**src/hw/rtl/mfg_pkg.sv**
```systemverilog
// Shared types and constants of the monomial feature generator.
`timescale 1ns / 1ps

package mfg_pkg;

    // Field widths of the transfer channels
    localparam int IN_W      = 32;
    localparam int VAL_W     = 48;
    localparam int EXP_W     = 3;
    localparam int SUM_W     = 5;
    localparam int FRAC_BITS = 30;

    // Shared multiplier: 48x48 magnitudes built from four 24x24 partial products
    localparam int MAG_W     = 48;
    localparam int HALF_W    = MAG_W / 2;
    localparam int PP_W      = 2 * HALF_W;
    localparam int PROD_W    = 2 * MAG_W;
    localparam int MAGF_W    = PROD_W - FRAC_BITS;
    localparam int PART_W    = 2;
    localparam int SHIFT_W   = 2;

    localparam logic [PART_W-1:0]  LAST_PART = '1;
    localparam logic [MAGF_W-1:0]  LIM_NEG   = MAGF_W'(1) << (VAL_W - 1);
    localparam logic [MAGF_W-1:0]  LIM_POS   = LIM_NEG - MAGF_W'(1);
    localparam logic [VAL_W-1:0]   ONE_VAL   = VAL_W'(1) << FRAC_BITS;
    localparam logic [PROD_W-1:0]  ACC_INIT  = PROD_W'(1) << (FRAC_BITS - 1);

    // Odd phi exponent needs theta exponent in [lo, hi] and y exponent <= max
    localparam logic [EXP_W-1:0] THETA_ODD_LO = EXP_W'(1);
    localparam logic [EXP_W-1:0] THETA_ODD_HI = EXP_W'(2);
    localparam logic [EXP_W-1:0] Y_ODD_MAX    = EXP_W'(1);

    // Input command codes
    localparam logic CMD_LOAD = 1'b0;
    localparam logic CMD_NEXT = 1'b1;

    typedef enum logic [2:0] {
        ST_IDLE,
        ST_CHECK,
        ST_SETUP,
        ST_MUL,
        ST_ACC,
        ST_FIN,
        ST_FINISH
    } mfg_state_t;

    // Controller to datapath
    typedef struct packed {
        logic              load;
        logic              start;
        logic              setup;
        logic              mul;
        logic [PART_W-1:0] part;
        logic              acc;
        logic              fin;
        logic              search_step;
        logic              out_load;
    } mfg_cmd_t;

    // Datapath to controller
    typedef struct packed {
        logic steps_left;
        logic search_done;
        logic exhausted;
    } mfg_status_t;

endpackage

```
**src/hw/rtl/monomial_feature_generator_core.sv**
```systemverilog
// Top level of the monomial feature generator: controller, datapath and checks.
`timescale 1ns / 1ps

// A load transfer (command 0) stores x, theta, y and phi and rewinds the term
// cursor. Each next-term transfer (command 1) yields one monomial with its
// exponents, in ascending (x, theta, y, phi) exponent order, with last_term on
// the final one and saturated when any product step clipped. One 24x24
// multiplier is shared: each unit of exponent runs through setup, four partial
// products, accumulate, round/clip and a check; the cursor search for the
// following term scans one candidate tuple per cycle in parallel and can
// stretch short terms. A pull before any load or after the last term is taken
// and yields nothing. A finished result waits in an output register, and a
// load may be taken while it waits.
module monomial_feature_generator_core #(
    parameter int MAX_EXP     = 5,
    parameter int MAX_ORDER   = 7,
    parameter int COORD_WIDTH = 32
) (
    input  logic                             aclk,
    input  logic                             aresetn,
    input  logic                             s_valid,
    output logic                             s_ready,
    input  logic                             s_command,
    input  logic signed [mfg_pkg::IN_W-1:0]  s_x_in,
    input  logic signed [mfg_pkg::IN_W-1:0]  s_theta_in,
    input  logic signed [mfg_pkg::IN_W-1:0]  s_y_in,
    input  logic signed [mfg_pkg::IN_W-1:0]  s_phi_in,
    output logic                             m_valid,
    input  logic                             m_ready,
    output logic signed [mfg_pkg::VAL_W-1:0] m_term_value,
    output logic        [mfg_pkg::EXP_W-1:0] m_exp_x,
    output logic        [mfg_pkg::EXP_W-1:0] m_exp_theta,
    output logic        [mfg_pkg::EXP_W-1:0] m_exp_y,
    output logic        [mfg_pkg::EXP_W-1:0] m_exp_phi,
    output logic                             m_last_term,
    output logic                             m_saturated
);
    import mfg_pkg::*;

    mfg_cmd_t    cmd;
    mfg_status_t status;

    mfg_ctrl u_ctrl (
        .aclk      (aclk),
        .aresetn   (aresetn),
        .s_valid   (s_valid),
        .s_ready   (s_ready),
        .s_command (s_command),
        .m_valid   (m_valid),
        .m_ready   (m_ready),
        .status    (status),
        .cmd       (cmd)
    );

    mfg_datapath #(
        .MAX_EXP     (MAX_EXP),
        .MAX_ORDER   (MAX_ORDER),
        .COORD_WIDTH (COORD_WIDTH)
    ) u_datapath (
        .aclk       (aclk),
        .cmd        (cmd),
        .status     (status),
        .x_in       (s_x_in),
        .theta_in   (s_theta_in),
        .y_in       (s_y_in),
        .phi_in     (s_phi_in),
        .term_value (m_term_value),
        .exp_x      (m_exp_x),
        .exp_theta  (m_exp_theta),
        .exp_y      (m_exp_y),
        .exp_phi    (m_exp_phi),
        .last_term  (m_last_term),
        .saturated  (m_saturated)
    );

    // The block is ready again in the cycle after a load transfer
    a_load_one_cycle: assert property (@(posedge aclk) disable iff (!aresetn)
        (s_valid && s_ready && s_command == CMD_LOAD) |=> s_ready)
        else $error("block not ready after a load transfer");

    // Never overwrite a result that is still waiting
    a_no_overwrite: assert property (@(posedge aclk) disable iff (!aresetn)
        cmd.out_load |-> (!m_valid || m_ready))
        else $error("result register overwritten while pending");

    // Term work starts only on an accepted next-term transfer
    a_start_on_pull: assert property (@(posedge aclk) disable iff (!aresetn)
        cmd.start |-> (s_valid && s_ready && s_command == CMD_NEXT))
        else $error("term started without a next-term transfer");

    // A result appears the cycle after it is handed off
    a_out_valid: assert property (@(posedge aclk) disable iff (!aresetn)
        cmd.out_load |=> m_valid)
        else $error("handed-off result not presented");

endmodule

```
**src/hw/rtl/mfg_datapath.sv**
```systemverilog
// Datapath: coordinate store, term cursor search, shared multiplier and result register.
`timescale 1ns / 1ps

module mfg_datapath #(
    parameter int MAX_EXP     = 5,
    parameter int MAX_ORDER   = 7,
    parameter int COORD_WIDTH = 32
) (
    input  logic                                aclk,
    input  mfg_pkg::mfg_cmd_t                   cmd,
    output mfg_pkg::mfg_status_t                status,
    input  logic signed [mfg_pkg::IN_W-1:0]     x_in,
    input  logic signed [mfg_pkg::IN_W-1:0]     theta_in,
    input  logic signed [mfg_pkg::IN_W-1:0]     y_in,
    input  logic signed [mfg_pkg::IN_W-1:0]     phi_in,
    output logic signed [mfg_pkg::VAL_W-1:0]    term_value,
    output logic        [mfg_pkg::EXP_W-1:0]    exp_x,
    output logic        [mfg_pkg::EXP_W-1:0]    exp_theta,
    output logic        [mfg_pkg::EXP_W-1:0]    exp_y,
    output logic        [mfg_pkg::EXP_W-1:0]    exp_phi,
    output logic                                last_term,
    output logic                                saturated
);
    import mfg_pkg::*;

    localparam int KEEP_W = (COORD_WIDTH < IN_W) ? COORD_WIDTH : IN_W;

    // Index 3 is x, 2 theta, 1 y, 0 phi
    typedef logic [3:0][EXP_W-1:0] exps_t;

    function automatic logic is_term(input exps_t e);
        logic             in_range;
        logic [SUM_W-1:0] total;
        logic             odd_ok;
        in_range = 1'b1;
        total    = '0;
        for (int k = 0; k < 4; k++) begin
            if (e[k] > EXP_W'(MAX_EXP)) begin
                in_range = 1'b0;
            end
            total = total + SUM_W'(e[k]);
        end
        odd_ok = !e[0][0] ||
                 ((e[2] == THETA_ODD_LO || e[2] == THETA_ODD_HI) && (e[1] <= Y_ODD_MAX));
        return in_range && (total <= SUM_W'(MAX_ORDER)) && odd_ok;
    endfunction

    logic signed [COORD_WIDTH-1:0] coord_reg [4];
    exps_t                         cursor_reg;
    exps_t                         term_reg;
    exps_t                         rem_reg;
    exps_t                         cand_reg;
    logic                          found_reg;
    logic                          exh_reg;
    logic [VAL_W-1:0]              val_reg;
    logic                          sat_reg;
    logic [MAG_W-1:0]              a_mag_reg;
    logic [MAG_W-1:0]              b_mag_reg;
    logic                          neg_reg;
    logic [PP_W-1:0]               pp_reg;
    logic [SHIFT_W-1:0]            pp_shift_reg;
    logic [PROD_W-1:0]             acc_reg;

    logic [VAL_W-1:0]              out_val_reg;
    exps_t                         out_exp_reg;
    logic                          out_last_reg;
    logic                          out_sat_reg;

    logic signed [KEEP_W-1:0]      keep_in [4];
    logic [1:0]                    sel;
    logic [COORD_WIDTH-1:0]        csel;
    logic [COORD_WIDTH-1:0]        cmag;
    logic [VAL_W-1:0]              vmag;
    exps_t                         cand_inc;
    logic                          cand_wrap;
    logic [HALF_W-1:0]             a_half;
    logic [HALF_W-1:0]             b_half;
    logic [PP_W-1:0]               pp_next;
    logic [SHIFT_W-1:0]            shift_next;
    logic [PROD_W-1:0]             pp_aligned;
    logic [MAGF_W-1:0]             mag_full;
    logic [MAGF_W-1:0]             lim;
    logic                          over;
    logic [VAL_W-1:0]              mag_clip;
    logic [VAL_W-1:0]              fin_val;

    // Reduce the raw inputs to the coordinate width
    assign keep_in[3] = x_in[KEEP_W-1:0];
    assign keep_in[2] = theta_in[KEEP_W-1:0];
    assign keep_in[1] = y_in[KEEP_W-1:0];
    assign keep_in[0] = phi_in[KEEP_W-1:0];

    // Pick the coordinate of the highest-index exponent still pending
    always_comb begin
        sel = 2'd0;
        for (int k = 0; k < 4; k++) begin
            if (rem_reg[k] != '0) begin
                sel = 2'(k);
            end
        end
    end

    assign csel = coord_reg[sel];
    assign cmag = csel[COORD_WIDTH-1] ? (~csel + COORD_WIDTH'(1)) : csel;
    assign vmag = val_reg[VAL_W-1] ? (~val_reg + VAL_W'(1)) : val_reg;

    // Advance the candidate one step in mixed radix, phi least significant
    always_comb begin
        cand_inc  = cand_reg;
        cand_wrap = 1'b1;
        for (int k = 0; k < 4; k++) begin
            if (cand_wrap) begin
                if (cand_inc[k] < EXP_W'(MAX_EXP)) begin
                    cand_inc[k] = cand_inc[k] + EXP_W'(1);
                    cand_wrap   = 1'b0;
                end else begin
                    cand_inc[k] = '0;
                end
            end
        end
    end

    // Partial product of the selected halves
    assign a_half     = cmd.part[1] ? a_mag_reg[MAG_W-1:HALF_W] : a_mag_reg[HALF_W-1:0];
    assign b_half     = cmd.part[0] ? b_mag_reg[MAG_W-1:HALF_W] : b_mag_reg[HALF_W-1:0];
    assign pp_next    = a_half * b_half;
    assign shift_next = SHIFT_W'(cmd.part[1]) + SHIFT_W'(cmd.part[0]);

    // Align the registered partial product
    always_comb begin
        case (pp_shift_reg)
            2'd0:    pp_aligned = PROD_W'(pp_reg);
            2'd1:    pp_aligned = PROD_W'(pp_reg) << HALF_W;
            2'd2:    pp_aligned = PROD_W'(pp_reg) << (2 * HALF_W);
            default: pp_aligned = '0;
        endcase
    end

    // Drop the fraction, clip to range and restore the sign
    assign mag_full = acc_reg[PROD_W-1:FRAC_BITS];
    assign lim      = neg_reg ? LIM_NEG : LIM_POS;
    assign over     = mag_full > lim;
    assign mag_clip = over ? lim[VAL_W-1:0] : mag_full[VAL_W-1:0];
    assign fin_val  = neg_reg ? (~mag_clip + VAL_W'(1)) : mag_clip;

    // Coordinate store and cursor
    always_ff @(posedge aclk) begin
        if (cmd.load) begin
            for (int k = 0; k < 4; k++) begin
                coord_reg[k] <= COORD_WIDTH'(keep_in[k]);
            end
            cursor_reg <= '0;
        end else if (cmd.out_load && found_reg) begin
            cursor_reg <= cand_reg;
        end
    end

    // Term setup and cursor search
    always_ff @(posedge aclk) begin
        if (cmd.start) begin
            term_reg  <= cursor_reg;
            cand_reg  <= cursor_reg;
            found_reg <= 1'b0;
            exh_reg   <= 1'b0;
        end else if (cmd.search_step && !found_reg && !exh_reg) begin
            if (cand_wrap) begin
                exh_reg <= 1'b1;
            end else begin
                cand_reg  <= cand_inc;
                found_reg <= is_term(cand_inc);
            end
        end
    end

    // Multiply sequence
    always_ff @(posedge aclk) begin
        if (cmd.start) begin
            rem_reg <= cursor_reg;
            val_reg <= ONE_VAL;
            sat_reg <= 1'b0;
        end
        if (cmd.setup) begin
            a_mag_reg <= vmag;
            b_mag_reg <= MAG_W'(cmag);
            neg_reg   <= val_reg[VAL_W-1] ^ csel[COORD_WIDTH-1];
            acc_reg   <= ACC_INIT;
        end
        if (cmd.mul) begin
            pp_reg       <= pp_next;
            pp_shift_reg <= shift_next;
        end
        if (cmd.acc) begin
            acc_reg <= acc_reg + pp_aligned;
        end
        if (cmd.fin) begin
            val_reg      <= fin_val;
            sat_reg      <= sat_reg | over;
            rem_reg[sel] <= rem_reg[sel] - EXP_W'(1);
        end
    end

    // Result register
    always_ff @(posedge aclk) begin
        if (cmd.out_load) begin
            out_val_reg  <= val_reg;
            out_exp_reg  <= term_reg;
            out_last_reg <= exh_reg;
            out_sat_reg  <= sat_reg;
        end
    end

    assign status.steps_left  = (rem_reg != '0);
    assign status.search_done = found_reg || exh_reg;
    assign status.exhausted   = exh_reg;

    assign term_value = out_val_reg;
    assign exp_x      = out_exp_reg[3];
    assign exp_theta  = out_exp_reg[2];
    assign exp_y      = out_exp_reg[1];
    assign exp_phi    = out_exp_reg[0];
    assign last_term  = out_last_reg;
    assign saturated  = out_sat_reg;

endmodule

```
**src/hw/rtl/mfg_ctrl.sv**
```systemverilog
// Controller: sequences load, multiply steps, term search and result handoff.
`timescale 1ns / 1ps

module mfg_ctrl (
    input  logic                 aclk,
    input  logic                 aresetn,
    input  logic                 s_valid,
    output logic                 s_ready,
    input  logic                 s_command,
    output logic                 m_valid,
    input  logic                 m_ready,
    input  mfg_pkg::mfg_status_t status,
    output mfg_pkg::mfg_cmd_t    cmd
);
    import mfg_pkg::*;

    mfg_state_t        state_reg, state_next;
    logic [PART_W-1:0] part_reg, part_next;
    logic              event_loaded_reg, event_loaded_next;
    logic              terms_done_reg, terms_done_next;
    logic              m_valid_reg, m_valid_next;
    logic              s_fire;
    logic              out_free;
    logic              pull_ok;

    assign s_fire   = s_valid && s_ready;
    assign out_free = !m_valid_reg || m_ready;
    assign pull_ok  = s_fire && (s_command == CMD_NEXT) && event_loaded_reg && !terms_done_reg;

    // Next state
    always_comb begin
        state_next = state_reg;
        unique case (state_reg)
            ST_IDLE:   if (pull_ok) state_next = ST_CHECK;
            ST_CHECK:  state_next = status.steps_left ? ST_SETUP : ST_FINISH;
            ST_SETUP:  state_next = ST_MUL;
            ST_MUL:    if (part_reg == LAST_PART) state_next = ST_ACC;
            ST_ACC:    state_next = ST_FIN;
            ST_FIN:    state_next = ST_CHECK;
            ST_FINISH: if (status.search_done && out_free) state_next = ST_IDLE;
            default:   state_next = ST_IDLE;
        endcase
    end

    // Datapath commands
    always_comb begin
        cmd             = '0;
        cmd.part        = part_reg;
        cmd.search_step = (state_reg != ST_IDLE);
        unique case (state_reg)
            ST_IDLE: begin
                cmd.load  = s_fire && (s_command == CMD_LOAD);
                cmd.start = pull_ok;
            end
            ST_SETUP:  cmd.setup = 1'b1;
            ST_MUL: begin
                cmd.mul = 1'b1;
                cmd.acc = (part_reg != '0);
            end
            ST_ACC:    cmd.acc = 1'b1;
            ST_FIN:    cmd.fin = 1'b1;
            ST_FINISH: cmd.out_load = status.search_done && out_free;
            default: ;
        endcase
    end

    // Part counter, event flags and result valid
    always_comb begin
        part_next         = (state_reg == ST_MUL) ? part_reg + PART_W'(1) : '0;
        event_loaded_next = event_loaded_reg;
        terms_done_next   = terms_done_reg;
        if (cmd.load) begin
            event_loaded_next = 1'b1;
            terms_done_next   = 1'b0;
        end else if (cmd.out_load && status.exhausted) begin
            terms_done_next = 1'b1;
        end
        m_valid_next = cmd.out_load || (m_valid_reg && !m_ready);
    end

    always_ff @(posedge aclk) begin
        if (!aresetn) begin
            state_reg        <= ST_IDLE;
            part_reg         <= '0;
            event_loaded_reg <= 1'b0;
            terms_done_reg   <= 1'b0;
            m_valid_reg      <= 1'b0;
        end else begin
            state_reg        <= state_next;
            part_reg         <= part_next;
            event_loaded_reg <= event_loaded_next;
            terms_done_reg   <= terms_done_next;
            m_valid_reg      <= m_valid_next;
        end
    end

    assign s_ready = (state_reg == ST_IDLE);
    assign m_valid = m_valid_reg;

endmodule

```
**config.mk**
```make
export PLATFORM = sky130hd
export DESIGN_NAME = monomial_feature_generator_core
export DESIGN_NICKNAME = d
export VERILOG_FILES = /design/src/hw/rtl/mfg_pkg.sv /design/src/hw/rtl/monomial_feature_generator_core.sv /design/src/hw/rtl/mfg_datapath.sv /design/src/hw/rtl/mfg_ctrl.sv
export SDC_FILE = /design/constraint.sdc
export NUM_CORES = 2
export LEC_CHECK = 0
export ABC_AREA = 0
export BUFFER_PORTS_ARGS = -buffer_cell sky130_fd_sc_hd__buf_4
export CAP_MARGIN = 40
export CORE_MARGIN = 3
export CORE_UTILIZATION = 30
export CTS_CLUSTER_SIZE = 12
export DETAILED_ROUTE_END_ITERATION = 6
export PLACE_DENSITY = 0.5
export SYNTH_ARGS = -nofsm -noshare
export SYNTH_HDL_FRONTEND = slang
export SYNTH_SLANG_ARGS = --single-unit
```
**constraint.sdc**
```tcl
create_clock -name aclk -period 25.1 [get_ports aclk]
set_clock_uncertainty 0.15 [all_clocks]
set_input_delay 3.765 -clock aclk [delete_from_list [all_inputs] [get_ports aclk]]
set_output_delay 3.765 -clock aclk [all_outputs]
set_load 0.05 [all_outputs]
```
## Yosys cells after proc, flatten, opt, wreduce, memory -nomap -nowiden

Memory sizes are Yosys's and may differ from the RTL's.
Cells that the tools add are included.

- Register bits: 396
- Logic and storage cells: 196
- RAM bits: 128
- Memories kept: 1
- Bits of input ports: 133
- Memory bits (read-only): 0
- Bits in latches: 0

Memory list:

| name | depth | bits a word | read ports | clocked after memory_dff | write ports | RTL line | RTL |
|---|---|---|---|---|---|---|---|
| u_datapath.coord_reg | 4 | 32 | 1 | 0 | 4 | mfg_datapath.sv:48 | `logic signed [COORD_WIDTH-1:0] coord_reg [4];` |

- Div/mod/pow operators: 0
- Bitwise operators: 8
- Shift operators: 0
- Muxes and demuxes: 61
- Magnitude comparators: 13
- Add/subtract/negate cells: 14
- Reduce and logical (&&, ||, !) cells: 43
- Eq/ne operators: 15
- Multiply operators: 1

Operator list:

| cell | count |
|---|---|
| 96-bit one-hot mux with 3 select lines | 1 |
| 48-bit two-way mux | 5 |
| 96-bit two-way mux | 2 |
| 48-bit by 1-bit adder with 48-bit output, second input constant | 2 |
| 96-bit adder | 1 |
| 48-bit inverter | 2 |
| 66-bit > comparator | 1 |
| 12-bit two-way mux | 5 |
| 24-bit by 24-bit multiplier with 48-bit output | 1 |
| 24-bit two-way mux | 2 |
| 47-bit two-way mux | 1 |
| 3-bit two-way mux | 13 |
| 32-bit by 1-bit adder with 32-bit output, second input constant | 1 |
| 32-bit inverter | 1 |
| 31-bit two-way mux | 1 |
| 1-bit two-way mux | 23 |
| 3-bit one-hot mux with 7 select lines | 1 |
| 1-bit logical AND | 15 |
| 3-bit by 1-bit adder with 3-bit output, second input constant | 4 |
| 12-bit bitwise mux | 1 |
| 3-bit > comparator, second input constant | 4 |
| 3-bit < comparator, second input constant | 4 |
| 12-bit nonzero test | 1 |
| 3-bit nonzero test | 4 |
| 31 further kinds | 59 |

## Depth between registers and ports, before layout

- Depth in word-level cells: 13
- Gate-level depth with buffers: 32
- Mapped depth without buffers: 29

## Modules after synthesis

A second synthesis with hierarchy kept.

- Cell total of the unflattened synthesis: 5,047
- Area, all modules: 48,675.4 um^2

Modules (own cells, without submodules):

| module | times used | area an instance (um^2) | cells an instance | seq. area each (um^2) |
|---|---|---|---|---|
| mfg_datapath | 1 | 48,205.0 | 4,993 | 15,234.6 |
| mfg_ctrl | 1 | 470.5 | 54 | 160.2 |

## Least setup slack after synthesis

OpenSTA, ideal clock, no wires.

- Path kind: input port to flip-flop
- Start: input port s_valid
- End: memory u_datapath.coord_reg[0][0], enable pin
- Arrival: 7.798 ns
- Stages: 3
- Slack: 16.610 ns
- Path buffers: 1
- Library setup time: 0.542 ns
- Cell sequence: nand2_1 -> nor2_1 -> clkbuf_1

RTL lines:

| item | RTL line | RTL |
|---|---|---|
| start: declaration | monomial_feature_generator_core.sv:21 | `input logic s_valid,` |
| end: declaration | mfg_datapath.sv:48 |  |

## Worst setup path after layout

- Start: register u_ctrl.part_reg[1]
- End: register u_datapath.pp_reg[44] (data pin)

- Longest elaborated chain between the ends: 2

RTL lines:

| item | RTL line | RTL |
|---|---|---|
| start: declaration | mfg_ctrl.sv:18 | `logic [PART_W-1:0] part_reg, part_next;` |
| start signal: assignment | mfg_ctrl.sv:90 | `part_reg <= part_next;` |
| 24-bit two-way mux | mfg_datapath.sv:124 | `assign a_half = cmd.part[1] ? a_mag_reg[MAG_W-1:HALF_W] : a_mag_reg[HALF_W-1:0];` |
| 24-bit by 24-bit multiplier with 48-bit output | mfg_datapath.sv:126 | `assign pp_next = a_half * b_half;` |
| named net u_datapath.pp_next[44] | mfg_datapath.sv:78 | `logic [PP_W-1:0] pp_next;` |
| end signal: assignment | mfg_datapath.sv:189 | `pp_reg <= pp_next;` |
| end: declaration | mfg_datapath.sv:60 | `logic [PP_W-1:0] pp_reg;` |

The timed path passes the listed nets, and every way through them passes these cells.
A chain may end at the register's enable or synchronous reset.

==> results.tsv <==
metric	value	unit
cts.repair.resized	0	
final_cell_mix	inv_1, nor2_1, nand2_1	
die_area	0.167	mm^2
worst-slew-pin-transition	0.947	ns
worstPathRequired	25.34	ns
die_x	408	um
setup_ws	15.99	ns
max-slew-margin-rel	35.0	%
failed_checks	design-rule violations	
synth_top_family_by_area	adder cells	
wl	165	mm
grt_pass1_vias	38000	
synthSimpleGateAreaFrac	14.7	%
yosysWarnings	0	
rsz0062_at_grt	no	
area_delta_synth_final	13.1	%
hp-class	flop to flop	
clock_latency	0.65	ns
dp_hpwl	129	mm
drt_pass1_iterations	7	
finalNetCount	6114	
min_period	9.11	ns
grtUsageTotal	19.6	%
rows	147	
antenna_found_initial	1	
muxShareOfSynthArea	2.36	%
diodes	0	
ys_seq_area_share	31.7	%
path_common_cell	fa_1	
status	finished with violations	
layout_commonest_cell	inv_1	
wire_per_inst	22.4	um
max_freq	0.110	GHz
synth_compound_area_share	12.2	%
vias	37700	
synth.distinct_cells	90	
die_h	408	um
slowest_stage	mux2i_1	
cts_tree	built	
synth_edf_count	490	
design.core.area	0.161	mm^2
synth_area	0.0486	mm^2
worst-path-buf-inv	5	
gp_congestion	0.931	
cts_root_buf	clkbuf_16	
netlist_top_cells_area	edfxtp_1, fa_1, ha_1, inv_1, nor2_1	
syn_nets	5975	
drv_slew	0	
yosys.area.top_type	edfxtp_1	
avgSynthCellArea	9.68	um^2
final_core_util	34.2	%
numPortBuffers	196	
worstSetupStartpointType	flop	
cts_num_sinks	524	
start_util	30.2	%
preCtsSetupSlack	15.76	ns
synth_xor_area_share	3.86	%
drt_iter0_markers	3175	
maxCapViolations	0	
synthAdderAreaFrac	28.7	%
grt_pass1_wl	247	mm
synthArstFlopShare	0	%
drc_errors	3	
report.final.setup_viol	0	
critPathMaxFanout	48	
hold_viol	0	
ant_nets	0	
crit_family	adder cells	
grt-ovfl-total	0	
yosys_most_used_dff	edfxtp_1	
synth_seq_cells	524	
period_share	36.3	%
worstSetupEndpointType	flop	
largest_reg_flops	128	
syn_inst	5021	
cp.arrival	9.35	ns
synth_top_cell_area_share	30.3	%
hold_slack	0.273	ns
io_pins	197	
detail_route.vias_per_cell	5.12	
cts_setup_buffers	0	
clk_path_buf_depth	3	
cts.htree.levels	3	
fin_setup_tns	0	ns
critPathMaxStageDelay	0.87	ns
hold_buffers	0	
cts_buffers	66	
grt_max_degree	69	
drive_above_1_share	9.39	%
cts.reportedPaths.clkPinSlew	0.06	ns
worstSetupPathType	flop to flop	
nFillCells	16500	
-- routing by layer --
metal / routed length (um) / track usage [%]
met1: 73600 / 27.4
met2: 74200 / 30.6
met3: 11900 / 3.63
met4: 5030 / 5.92
met5: 0 / 0
-- stage by stage --
step / instances / instance area [um^2]
global placement: 7238 / 52600
detailed placement: 7251 / 52900
global route: 7367 / 55000
finish: 7367 / 55000
floorplan: 5021 / 48600
CTS: 7366 / 54900
-- logic make-up (layout without fill, tap and decap cells) --
kind of cell | count (synthesis) | in the layout
AO/OA/AOI/OAI | 921 | 921
XOR/XNOR | 214 | 214
adder cells (fa/ha/maj) | 821 | 821
buffers and inverters | 844 | 1030
flip-flops | 524 | 524
multiplexers | 110 | 110
AND/OR/NAND/NOR | 1587 | 1587
-- Yosys cell counts, drive strengths merged, types with 33 or more instances --
cell type / instances
a21o: 101
a21oi: 246
a22oi: 33
a31oi: 36
and2: 80
clkbuf: 204
dfxtp: 34
edfxtp: 490
fa: 488
ha: 333
inv: 624
mux2: 36
mux2i: 74
nand2: 531
nand3: 58
nand4: 47
nor2: 594
nor2b: 44
nor3: 64
o21a: 34
o21ai: 216
o21bai: 33
xnor2: 151
xor2: 63
-- worst register-to-register path, stage by stage, from the launching register on --
cell,delay (ns)
dfxtp_2,0.34
buf_4,0.57
mux2i_1,0.92
nor2_1,0.11
fa_1,0.48
fa_1,0.50
inv_1,0.05
fa_1,0.48
fa_1,0.52
inv_1,0.05
fa_1,0.47
fa_1,0.56
inv_1,0.06
fa_1,0.54
inv_1,0.06
ha_1,0.36
and4_1,0.19
o21ai_0,0.07
o21ai_0,0.37
a31oi_1,0.30
o311ai_0,0.58
or3_1,0.21
nand3_1,0.09
a31o_2,0.26
nor3_1,0.27
o22ai_1,0.16
xnor2_1,0.13
-- path summary, 6_finish.rpt --
path	to	depth (start not counted)	from	slack (ns)
min reg2reg	u_datapath.exp_theta[1]$_DFFE_PP_	0	u_datapath.term_reg[7]$_DFFE_PP_	0.27
max reg2reg	u_datapath.pp_reg[44]$_DFFE_PP_	26	u_ctrl.part_reg[1]$_SDFF_PN0_	15.99
min	u_datapath.exp_theta[1]$_DFFE_PP_	0	u_datapath.term_reg[7]$_DFFE_PP_	0.27
max	u_datapath.pp_reg[44]$_DFFE_PP_	26	u_ctrl.part_reg[1]$_SDFF_PN0_	15.99
-- layout make-up --
cell class / instances / area [um^2] / share of cell area, %
multi-input cells: 3653 / 30100 / 54.8
flip-flops and latches: 524 / 15400 / 28.0
repair buffers: 289 / 2310 / 4.21
well taps: 2160 / 2700 / 4.92
clock buffers: 80 / 1800 / 3.27
inverters: 626 / 2350 / 4.28
clock inverters: 35 / 259 / 0.471
Power is not shown: default switching activity piles up to over one toggle a cycle in this logic, so the estimate is an artifact.
